<file path="config.mk">
export PLATFORM = sky130hd
export DESIGN_NAME = button_click_gesture_detector_core
export DESIGN_NICKNAME = d
export VERILOG_FILES = /design/src/design/bcgd_pkg.sv /design/src/design/button_click_gesture_detector_core.sv
export SDC_FILE = /design/constraint.sdc
export NUM_CORES = 1
export LEC_CHECK = 0
export ABC_AREA = 1
export BUFFER_PORTS_ARGS = -buffer_cell sky130_fd_sc_hd__clkbuf_2
export CORE_MARGIN = 3
export CORE_UTILIZATION = 50
export CTS_CLUSTER_SIZE = 20
export DETAILED_ROUTE_END_ITERATION = 7
export PLACE_DENSITY = 0.72
export SLEW_MARGIN = 30
export SYNTH_ARGS = -nofsm -noshare
export SYNTH_HDL_FRONTEND = slang
export SYNTH_SLANG_ARGS = --single-unit
</file>
<file path="constraint.sdc">
create_clock -name clk -period 6.5 [get_ports clk]
set_clock_uncertainty 0.2 [all_clocks]
set_input_delay 0 -clock clk [delete_from_list [all_inputs] [get_ports clk]]
set_output_delay 0 -clock clk [all_outputs]
set_load 0.005 [all_outputs]
</file>
<file path="src/design/bcgd_pkg.sv">
package bcgd_pkg;

  // Phases of the gesture state machine.
  typedef enum logic [2:0] {
    PH_IDLE  = 3'd0,
    PH_DOWN1 = 3'd1,
    PH_UP1   = 3'd2,
    PH_DOWN2 = 3'd3,
    PH_HOLD  = 3'd4
  } phase_t;

  // Gesture codes as presented on the result channel.
  typedef enum logic [1:0] {
    G_NONE   = 2'd0,
    G_CLICK  = 2'd1,
    G_DOUBLE = 2'd2,
    G_HOLD   = 2'd3
  } gesture_t;

  // Configuration register indexes.
  localparam int CFG_IDX_W  = 2;
  localparam int CFG_DATA_W = 16;
  typedef enum logic [CFG_IDX_W-1:0] {
    CFG_DOUBLE_INTERVAL = 2'd0,
    CFG_HOLD_TIME       = 2'd1,
    CFG_PRESSED_LEVEL   = 2'd2,
    CFG_SETTLE          = 2'd3
  } cfg_index_t;

  // Register reset values.
  localparam logic [15:0] DOUBLE_INTERVAL_RST = 16'd300;
  localparam logic [15:0] HOLD_TIME_RST       = 16'd1000;
  localparam logic        PRESSED_LEVEL_RST   = 1'b0;
  localparam logic [7:0]  SETTLE_RST          = 8'd20;

  localparam int TIME_W = 32;

endpackage

</file>
<file path="src/design/button_click_gesture_detector_core.sv">
// Button gesture detector. Each input transaction carries one sample of the raw
// button level with the current millisecond time; each produces exactly one
// result transaction whose gesture field reads none, single click, double
// click or hold. Click and double click appear for one result only, while hold
// persists until the button is released. Changes are ignored for settle_ms after
// each accepted edge, except a release from hold, and all time differences wrap
// modulo 2^32. The block takes one sample per clock while the result is not
// stalled: a sample is held in the input register, and the state machine and
// the result register are then updated together once the result register is
// free. A stalled result holds the input register and then the input channel.
// Configuration writes are always ready and must only be issued while the block
// holds no sample in flight.
module button_click_gesture_detector_core (
  input  logic                                 clk,
  input  logic                                 rst,
  // Sample channel
  input  logic                                 in_valid,
  output logic                                 in_stall,
  input  logic                                 button_level,
  input  logic [bcgd_pkg::TIME_W-1:0]          now_ms,
  // Result channel
  output logic                                 out_valid,
  input  logic                                 out_stall,
  output logic [1:0]                           gesture,
  // Configuration channel
  input  logic                                 cfg_valid,
  output logic                                 cfg_ready,
  input  logic [bcgd_pkg::CFG_IDX_W-1:0]       cfg_index,
  input  logic [bcgd_pkg::CFG_DATA_W-1:0]      cfg_data
);
  import bcgd_pkg::*;

  // Configuration registers
  logic [15:0] double_interval_ms;
  logic [15:0] hold_time_ms;
  logic        pressed_level;
  logic [7:0]  settle_ms;

  // Input register
  logic              s1_valid;
  logic              level_q;
  logic [TIME_W-1:0] now_q;

  // Machine state
  phase_t            phase, phase_next;
  gesture_t          reported_gesture, reported_gesture_next;
  logic [TIME_W-1:0] last_edge_time, last_edge_time_next;
  logic [TIME_W-1:0] press_start_time, press_start_time_next;
  logic [TIME_W-1:0] release_time, release_time_next;

  logic out_free;
  logic advance;
  logic pressed;
  logic settled;
  logic hold_due;
  logic interval_over;

  // Configuration writes are taken in any cycle.
  assign cfg_ready = 1'b1;

  always_ff @(posedge clk) begin
    if (rst) begin
      double_interval_ms <= DOUBLE_INTERVAL_RST;
      hold_time_ms       <= HOLD_TIME_RST;
      pressed_level      <= PRESSED_LEVEL_RST;
      settle_ms          <= SETTLE_RST;
    end else if (cfg_valid && cfg_ready) begin
      unique case (cfg_index_t'(cfg_index))
        CFG_DOUBLE_INTERVAL: double_interval_ms <= cfg_data;
        CFG_HOLD_TIME:       hold_time_ms       <= cfg_data;
        CFG_PRESSED_LEVEL:   pressed_level      <= cfg_data[0];
        CFG_SETTLE:          settle_ms          <= cfg_data[7:0];
        default: ;
      endcase
    end
  end

  // Handshake: the sample advances when the result register is free or
  // its current result is being taken in this cycle.
  assign out_free = !out_valid || !out_stall;
  assign advance  = s1_valid && out_free;
  assign in_stall = s1_valid && !out_free;

  always_ff @(posedge clk) begin
    if (rst) begin
      s1_valid <= 1'b0;
    end else if (!in_stall) begin
      s1_valid <= in_valid;
    end
  end

  always_ff @(posedge clk) begin
    if (in_valid && !in_stall) begin
      level_q <= button_level;
      now_q   <= now_ms;
    end
  end

  // Time comparisons on wrapped differences.
  assign pressed       = (level_q == pressed_level);
  assign settled       = (now_q - last_edge_time) > {24'd0, settle_ms};
  assign hold_due      = (now_q - press_start_time) > {16'd0, hold_time_ms};
  assign interval_over = (now_q - release_time) > {16'd0, double_interval_ms};

  // Next phase.
  always_comb begin
    phase_next = phase;
    unique case (phase)
      PH_HOLD: begin
        if (!pressed) phase_next = PH_IDLE;
      end
      PH_DOWN1: begin
        if (settled) begin
          priority if (!pressed) phase_next = PH_UP1;
          else if (hold_due)     phase_next = PH_HOLD;
          else                   phase_next = phase;
        end
      end
      PH_UP1: begin
        if (settled) begin
          priority if (interval_over) phase_next = PH_IDLE;
          else if (pressed)           phase_next = PH_DOWN2;
          else                        phase_next = phase;
        end
      end
      PH_DOWN2: begin
        if (settled) begin
          priority if (!pressed) phase_next = PH_IDLE;
          else if (hold_due)     phase_next = PH_HOLD;
          else                   phase_next = phase;
        end
      end
      PH_IDLE: begin
        if (settled && pressed) phase_next = PH_DOWN1;
      end
      default: begin
        phase_next = PH_IDLE;
        if (settled && pressed) phase_next = PH_DOWN1;
      end
    endcase
  end

  // Gesture and time stamps.
  always_comb begin
    reported_gesture_next = reported_gesture;
    last_edge_time_next   = last_edge_time;
    press_start_time_next = press_start_time;
    release_time_next     = release_time;
    // One-shot gestures last a single result.
    if (reported_gesture == G_CLICK || reported_gesture == G_DOUBLE) begin
      reported_gesture_next = G_NONE;
    end
    unique case (phase)
      PH_HOLD: begin
        if (!pressed) begin
          reported_gesture_next = G_NONE;
          last_edge_time_next   = now_q;
        end
      end
      PH_DOWN1: begin
        if (settled) begin
          priority if (!pressed) begin
            release_time_next   = now_q;
            last_edge_time_next = now_q;
          end else if (hold_due) begin
            reported_gesture_next = G_HOLD;
          end else begin
            // Still pressed and not yet long enough for a hold.
          end
        end
      end
      PH_UP1: begin
        if (settled) begin
          priority if (interval_over) begin
            reported_gesture_next = G_CLICK;
          end else if (pressed) begin
            press_start_time_next = now_q;
            last_edge_time_next   = now_q;
          end else begin
            // Still released and within the double-click interval.
          end
        end
      end
      PH_DOWN2: begin
        if (settled) begin
          priority if (!pressed) begin
            last_edge_time_next   = now_q;
            reported_gesture_next = G_DOUBLE;
          end else if (hold_due) begin
            reported_gesture_next = G_HOLD;
          end else begin
            // Still pressed and not yet long enough for a hold.
          end
        end
      end
      default: begin
        if (settled && pressed) begin
          press_start_time_next = now_q;
          last_edge_time_next   = now_q;
        end
      end
    endcase
  end

  // State update; the reported gesture doubles as the result register.
  always_ff @(posedge clk) begin
    if (rst) begin
      phase            <= PH_IDLE;
      reported_gesture <= G_NONE;
      last_edge_time   <= '0;
      press_start_time <= '0;
      release_time     <= '0;
    end else if (advance) begin
      phase            <= phase_next;
      reported_gesture <= reported_gesture_next;
      last_edge_time   <= last_edge_time_next;
      press_start_time <= press_start_time_next;
      release_time     <= release_time_next;
    end
  end

  always_ff @(posedge clk) begin
    if (rst) begin
      out_valid <= 1'b0;
    end else if (advance) begin
      out_valid <= 1'b1;
    end else if (!out_stall) begin
      out_valid <= 1'b0;
    end
  end

  assign gesture = reported_gesture;

  // Checks on the state machine and the pipeline.
  a_hold_reported: assert property (@(posedge clk) disable iff (rst)
    (phase == PH_HOLD) |-> (reported_gesture == G_HOLD))
    else $error("hold phase without hold gesture");

  a_click_from_idle: assert property (@(posedge clk) disable iff (rst)
    (reported_gesture == G_CLICK || reported_gesture == G_DOUBLE) |-> (phase == PH_IDLE))
    else $error("click reported outside idle phase");

  a_click_one_shot: assert property (@(posedge clk) disable iff (rst)
    (advance && (reported_gesture == G_CLICK || reported_gesture == G_DOUBLE))
      |=> (reported_gesture != G_CLICK && reported_gesture != G_DOUBLE))
    else $error("one-shot gesture repeated");

  a_hold_release: assert property (@(posedge clk) disable iff (rst)
    (advance && phase == PH_HOLD && !pressed) |=>
      (phase == PH_IDLE && reported_gesture == G_NONE))
    else $error("release from hold not handled");

  a_no_advance_on_stall: assert property (@(posedge clk) disable iff (rst)
    (out_valid && out_stall) |=> $stable(phase) && $stable(last_edge_time))
    else $error("state moved while result stalled");

endmodule

</file>
* Word level (Yosys, flattened, before mapping)
Cells that the tools add are included.
Storage, ports and cells: register bits after elaboration 177, input port bits 56, output and inout port bits 5, word-level logic and storage cells 97
Operators by class: $add $sub $neg 3, magnitude comparators 3, eq/ne operators 20, mux-type cells 32, bitwise logic cells 2, reductions and logical operators 24
Operators with widths (number):
- $mux W32 | 6
- $pmux W32 S3 | 1
- $sub A32 B32 Y32 | 3
- $gt A32 B16 Y1 | 2
- $pmux W32 S2 | 1
- $gt A32 B8 Y1 | 1
- $mux W3 | 10
- $mux W2 | 9
- $pmux W3 S5 | 1
- $ne A2 B2 Y1 const B | 7
- $reduce_and A6 Y1 | 2
- $pmux W2 S4 | 1
- $reduce_and A2 Y1 | 4
- $reduce_and A7 Y1 | 1
- $eq A2 B2 Y1 const B | 3
- $eq A3 B2 Y1 const B | 2
- $eq A2 B1 Y1 const B | 2
- $logic_and A1 B1 Y1 | 4
- $logic_not A1 Y1 | 4
- $ne A2 B1 Y1 const B | 2
- $reduce_and A4 Y1 | 1
- $reduce_bool A4 Y1 | 1
- $eq A3 B1 Y1 const B | 1
- $eq A3 B3 Y1 const B | 1
- other kinds (10) | 14

* Depth between registers and ports, before layout
Gate-level depths: netlist (run 1).
word-level depth 7, mapped depth 30, mapped depth without buffers 30

* Worst setup path before layout (run 1)
No wires, ideal clock.
path type register -> register, start reg now_q[0], end reg last_edge_time[10], library setup time 0.115 ns, arrival 3.509 ns, required time 6.185 ns, slack 2.676 ns, stages on the path, launching flop included 29, buffers on the path 1, clock period less this slack 3.824 ns, path through edfxtp_1 -> inv_1 -> ha_1 -> inv_1 -> fa_1 -> nand3_1 -> nand3_1 -> nand2_1 -> nand2_1 -> nand2_1 -> nand2_1 -> xor2_1 -> ha_1 -> nand2_1 -> nor3_1 -> nand3_1 -> nand2_1 -> nand3_1 -> nor2_1 -> nand3_1 -> nor2_1 -> nand2_1 -> nand2_1 -> nand2_1 -> nor2_4 -> buf_2 -> nand3_1 -> nand2_1 -> nor2_1
Between the ends: word-level cells in the longest chain between the ends 5, elaborated cells on any way between the ends 10, classes of those cells 2 x add/sub; 2 x order compare; 3 x eq/ne; 3 x reduce/logical
Ends and longest elaborated chain:
- from (decl) | RTL line button_click_gesture_detector_core.sv:42 | logic [TIME_W-1:0] now_q;
- from (signal assigned) | RTL line button_click_gesture_detector_core.sv:95 | now_q <= now_ms;
- $sub A32 B32 Y32 | RTL line button_click_gesture_detector_core.sv:101 | assign settled = (now_q - last_edge_time) > {24'd0, settle_ms};
- $gt A32 B8 Y1 | RTL line button_click_gesture_detector_core.sv:101
- $logic_and A1 B1 Y1 | RTL line button_click_gesture_detector_core.sv:197 | if (settled && pressed) begin
- $reduce_bool A4 Y1 (no source line)
- $reduce_and A6 Y1 (no source line) *
- to (signal assigned) | RTL line button_click_gesture_detector_core.sv:216 | last_edge_time <= last_edge_time_next;
- to (decl) | RTL line button_click_gesture_detector_core.sv:47 | logic [TIME_W-1:0] last_edge_time, last_edge_time_next;
Mark *: on every way between the ends. The rest lies on a longest branch, timed or not. A chain may end at the register's enable or synchronous reset.

* Final worst setup path (run 1)
start reg now_q[0], end reg last_edge_time[7]
Same word-level chain as after synthesis.

==> metrics.txt, run 1 <==
Die ar. 0.0338 mm2; R2R setup slack 1.44 ns; yosys warns 0; post-synthesis cell type count 44; Skew-Pair Late Insertion Delay 0.46 ns; CP max FO 64; R2R cell count 26; gr ovfl total 0; Detail Route Antenna Nets 0; Slew @ Worst Pin 0.900 ns; critical path type flip-flop to flip-flop; Post-Syn Area 0.0158 mm2; DRT iter0 DRCs 990; area grow syn2layout 12.0%; vias 16.4k; Fin Setup TNS 0 ns; status completed; clock slew at reported path FFs 0.09 ns; share of layout cells above drive strength 1 0.0470; r2r startpoint now_q[0]$_DFFE_PP_; Synthesized Nets 2,898; Core ar. 0.0309 mm2; fin nets 3,006; HP Start now_ms[3]; Post-synth ARST share 0; first-pass GRT wire length 75,000 um; Pre-Repair DR Iteration Count 5; post-synthesis sequential area ratio 0.245; CP endpoint kind flip-flop; antenna violations before repair 0; Max VDD drop 0.000187 V; Final Hold Viols 0; Sw Share 0.402; non-filler cells, final 3,223; HP Class input port to flip-flop; buffer count from post-CTS setup fixing 0; FF+latch count, synth 177; Final min period 5.06 ns; FP Rows 64; CP Launch Type flip-flop; Sink Count 177; diodes inserted 0; Post-DP HPWL 37,900 um; hold depth 2; Leakage 0.00954 uW; Max-Cap Viols 0; H-Tree Depth 4; Comb power frac 0.370; Total Routed Length 47,200 um; Crit Reg-Reg Endpoint last_edge_time[7]$_SDFFE_PP0P_; Max Clock Freq 198 MHz; largest net degree at the start of global routing 120; CTS Buf Count 17; mean post-synth cell area 5.84 um2; crit path DAT 5.26 ns; routed len/inst 14.6 um; Worst slew margin 0.398; Ports 61; synthesized netlist cell count 2,706; RSZ-0062 raised after global routing no; clock root cell clkbuf_16; register share of total power 0.340; Final Util 0.573; GPL Wtd Cong 0.988; hold path endpoint now_q[3]$_DFFE_PP_; internal cell power 2190 uW; PortBufs 59; Vias/cell 5.10; Critical Path RT 6.70 ns; Design Area, Final 0.0177 mm2; part of the power in the clock network 0.290; Post-synth EDFFs 33; placed cell count 3,120; PD cells 207 mW/mm2; Final period util 0.779; drt drc 0; vias in the first global route 15.5k; top_reg_cell synth dfxtp_1; Die Height 184 um; Psw 1470 uW; GRT Overall Usage 0.279; Die X 184 um; CTS tree built; Slew Viols, Final 0; area post-placement 0.0164 mm2; maximum buffer depth of the clock tree 2; Initial Utilization 0.511; final setup violation count 0
-- worst max-delay path, stage by stage (launching register included) --
cell,delay (ns)
edfxtp_1,0.39
inv_1,0.23
ha_1,0.21
inv_1,0.08
fa_1,0.48
nand2_1,0.10
nand2_1,0.07
nand3_1,0.07
nand2_1,0.10
xor2_1,0.17
ha_1,0.28
nand2_1,0.06
nor2_1,0.15
nand4_1,0.12
nand2_1,0.13
nand3_1,0.09
nor2_1,0.09
nand2_1,0.05
nor2_1,0.21
nand3_1,0.13
nor2_2,0.30
nand2_4,0.20
o21bai_2,0.21
nand2_4,0.39
nand3_1,0.26
nand2_1,0.06
nor2_1,0.12
-- worst max-delay path by stage --
stage	to	startpoint	slack [ns]	depth (start not counted)
after floorplan	last_edge_time[10]$_SDFFE_PP0P_	now_q[0]$_DFFE_PP_	2.68	28
after global placement	last_edge_time[0]$_SDFFE_PP0P_	now_q[10]$_DFFE_PP_	1.67	26
after detailed placement	release_time[19]$_SDFFE_PP0P_	now_q[0]$_DFFE_PP_	1.49	24
after CTS	release_time[23]$_SDFFE_PP0P_	now_q[0]$_DFFE_PP_	1.38	24
after global routing	last_edge_time[17]$_SDFFE_PP0P_	now_q[0]$_DFFE_PP_	0.98	26
final	last_edge_time[7]$_SDFFE_PP0P_	now_q[0]$_DFFE_PP_	1.44	26
-- registers in the layout, summed over array words and instances, names as in the netlist, 3 cells and up --
register            count
phase                   3
release_time           32
double_interval_ms     16
hold_time_ms           16
settle_ms               8
last_edge_time         32
now_q                  32
press_start_time       32
-- per-layer routing --
metal / GRT usage / wire, um / vias up
met5: 0 / 0 / -
met3: 0.0297 / 2310 / 93
met4: 0.113 / 1620 / 0
li1: - / - / 8518
met2: 0.502 / 22700 / 458
met1: 0.342 / 20600 / 7359
-- cells in the mapped netlist (2+ instances only) --
cell	instances	area, um2
dfxtp_1	144	2880
o21a_1	3	22.5
nand3b_1	10	75.1
xnor2_1	3	26.3
and2_1	8	50.1
o21bai_1	9	67.6
inv_2	3	11.3
clkbuf_1	18	67.6
nand3_1	157	786
edfxtp_1	33	991
and3_1	4	25.0
nor3_1	17	85.1
nand2_4	3	33.8
nand3_2	10	100
or2_1	2	12.5
nor2_2	6	37.5
o21ai_0	79	395
xor2_1	35	307
nor4_1	2	12.5
buf_6	9	101
buf_2	17	85.1
nor2_1	306	1150
buf_4	3	22.5
inv_1	542	2030
nand2_2	8	50.1
o211ai_1	10	75.1
nand2_1	921	3460
ha_1	133	1660
fa_1	3	60.1
nand4_1	28	175
a21oi_1	167	836
-- kinds of logic (layout without fill, tap and decap cells) --
family | count (synthesis) | in the layout | synth area share
and+or+nand+nor | 1487 | 1487 | 0.386
buffers and inverters | 593 | 714 | 0.147
AOI/OAI and AO/OA | 274 | 274 | 0.0913
DFF | 177 | 177 | 0.245
adders and majority gates | 136 | 136 | 0.109
xor gates and xnor gates | 38 | 38 | 0.0211
other | 1 | 1 | 0.000237
-- power groups by stage --
stage | clock, uW | sequential (uW) | combinational, uW
2_1_floorplan | 0 | 1240 | 1010
3_3_place_gp | 0 | 1270 | 1280
3_5_place_dp | 0 | 1270 | 1300
4_1_cts | 1080 | 1240 | 1340
5_1_grt | 1120 | 1250 | 1550
6_report | 1060 | 1240 | 1350
-- final cells by class --
class	instances	area (um2)
fill	3142	13200
multi-input combinational	1936	9610
sequential	177	3870
inverter	546	2050
timing repair buffer	136	1050
tap	396	495
clock buffer	17	425
clock inverter	15	189
-- layout by cell type (no fill, tap or decap), drive strengths merged, types with 2 or more instances in the layout --
cell type,instances
o21bai,10
a21oi,168
nand4,28
nor2,314
o211ai,10
or2,3
edfxtp,33
xnor2,3
o21a,3
and3,4
nand2,932
nand3b,10
nor3,18
dlygate4sd3,71
fa,3
xor2,35
dfxtp,144
nand3,167
o21ai,80
clkbuf,76
nor4,2
ha,133
clkinv,10
and2,8
inv,551
buf,6
-- metrics by stage --
step           hold WS (ns)  power [uW]  setup WS, ns
6_report             0.0494        3660          1.44
4_1_cts              0.0216        3660          1.38
2_1_floorplan        -0.101        2250          2.68
3_3_place_gp        -0.0235        2540          1.67
3_5_place_dp        -0.0214        2570          1.49
5_1_grt              0.0286        3920         0.976
-- timing repair --
| action | in CTS | in global routing |
|---|---|---|
| resized for setup | 0 | 0 |
| endpoints found under the hold margin | 81 | 0 |
| hold buffers | 71 | 0 |
Power figures use the tool's default switching activity.
==> run 2, diff against run 1 <==
PLACE_DENSITY = 0.74   (was 0.72)
clock period = 4.47 ns   (was 6.5 ns; I/O delays follow)
==> metrics.txt, run 2 (same netlist as run 1, synthesis figures left out) <==
HP Class input port to flip-flop; register area 0.00387 mm2; CP endpoint kind flip-flop; PortBufs 59; cell mode on critical path nand2_1; Multi-input gate area 0.0101 mm2; CTS tree built; Skew-Pair Late Insertion Delay 0.46 ns; final setup violation count 0; Pre-Repair DR Iteration Count 5; clock slew at reported path FFs 0.08 ns; placed cell count 3,159; register share of total power 0.325; maximum buffer depth of the clock tree 2; non-filler cells, final 3,303; CP max FO 8; Psw 2220 uW; first-pass GRT wire length 77,800 um; Slew Viols, Final 0; antenna violations before repair 0; # fillers 2,880; Die X 184 um; crit path DAT 4.61 ns; GRT Overall Usage 0.287; Slew @ Worst Pin 0.889 ns; Sw Share 0.401; gr ovfl total 0; vias 17.2k; Final Hold Viols 0; Final period util 0.995; Comb power frac 0.402; Max-Cap Viols 0; diodes inserted 0; drt drc 0; status completed; Post-DP HPWL 38,300 um; GPL Wtd Cong 1.00; largest net degree at the start of global routing 65; clock root cell clkbuf_16; Core ar. 0.0309 mm2; Total Routed Length 51,000 um; FP Rows 64; area grow syn2layout 20.8%; critical path type flip-flop to flip-flop; share of layout cells above drive strength 1 0.105; CP max-delay cell edfxtp_1; Critical Path RT 4.64 ns; routed len/inst 15.4 um; fin nets 3,086; part of the power in the clock network 0.272; Die Height 184 um; H-Tree Depth 4; Max VDD drop 0.000261 V; Ports 61; Die ar. 0.0338 mm2; Detail Route Antenna Nets 0; Vias/cell 5.22; Sink Count 177; commonest non-fill, non-tap cell in the layout nand2_1; internal cell power 3320 uW; Final min period 4.45 ns; crit-path max cell delay 0.44 ns; PD cells 290 mW/mm2; DRT iter0 DRCs 1,226; Worst slew margin 0.405; Initial Utilization 0.511; most frequent cells in the layout nand2_1 (895), inv_1 (538), nor2_1 (288), a21oi_1 (161), nand3_1 (147); CTS Buf Count 17; Max Clock Freq 225 MHz; Fin Setup TNS 0 ns; vias in the first global route 15.9k; CP Launch Type flip-flop; Leakage 0.0100 uW
-- run 2: changes by cell type in the layout (fill, tap and decap cells not counted), sizes merged --
cell | before | now
buf | 6 | 75
bufbuf | 0 | 1
clkbuf | 76 | 83
clkinv | 10 | 6
dlygate4sd3 | 71 | 75
inv | 551 | 554
-- run 2: worst paths after layout --
check / from / to / slack [ns] / cells past startpoint
hold / removal: now_ms[3] / now_q[3]$_DFFE_PP_ / 0.05 / 2
setup / recovery: now_q[0]$_DFFE_PP_ / press_start_time[15]$_SDFFE_PP0P_ / 0.02 / 29
hold reg to reg: release_time[19]$_SDFFE_PP0P_ / release_time[19]$_SDFFE_PP0P_ / 0.26 / 2
setup reg to reg: now_q[0]$_DFFE_PP_ / press_start_time[15]$_SDFFE_PP0P_ / 0.02 / 29
-- run 2: timing repair --
item	CTS	global route
hold buffers	75	0
gates resized for setup	6	125
endpoints found under the hold margin	81	0
setup endpoints to repair	95	101
gates cloned	2	7
pin swaps	2	33
setup buffers	0	28
-- run 2: critical path: cells and delay by family (launching register included) --
| family | cells | cell delay (ns) |
|---|---|---|
| buffers and inverters | 5 | 0.67 |
| XOR/XNOR | 1 | 0.15 |
| flip-flops | 1 | 0.44 |
| adder cells (fa/ha/maj) | 3 | 0.83 |
| AND/OR/NAND/NOR | 20 | 2.05 |
-- run 2: metal layers --
metal  share of wire  track usage
met5               0            0
met4           0.048        0.118
met3           0.063       0.0338
met2            0.47        0.495
met1            0.42        0.367
-- run 2: power by group through the flow --
stage / Sequential [uW] / Combinational (uW) / Clock, uW
2_1_floorplan: 1800 / 1470 / 0
3_3_place_gp: 1840 / 1900 / 0
3_5_place_dp: 1840 / 1940 / 0
4_1_cts: 1800 / 2010 / 1540
5_1_grt: 1810 / 2510 / 1600
6_report: 1800 / 2230 / 1510
-- run 2: stage by stage --
stage	hold slack (ns)	cell area, um2	total power [uW]	utilization	setup WS (ns)
after detailed placement	-0.0214	16700	3780	0.541	-0.104
after global routing	0.0525	19100	5920	0.618	-0.213
after CTS	0.0304	18100	5350	0.586	0.00436
after global placement	-0.0229	16700	3730	0.541	-0.00658
final	0.0518	19100	5540	0.618	0.0244
after floorplan	-0.101	15800	3280	-	0.646
-- run 2: cell type report --
class | count | share of cell area
multi-input cells | 1936 | 0.531
clock inverters | 14 | 0.00812
inverters | 546 | 0.107
flip-flops and latches | 177 | 0.203
well taps | 396 | 0.0259
clock buffers | 18 | 0.0225
repair buffers | 216 | 0.102
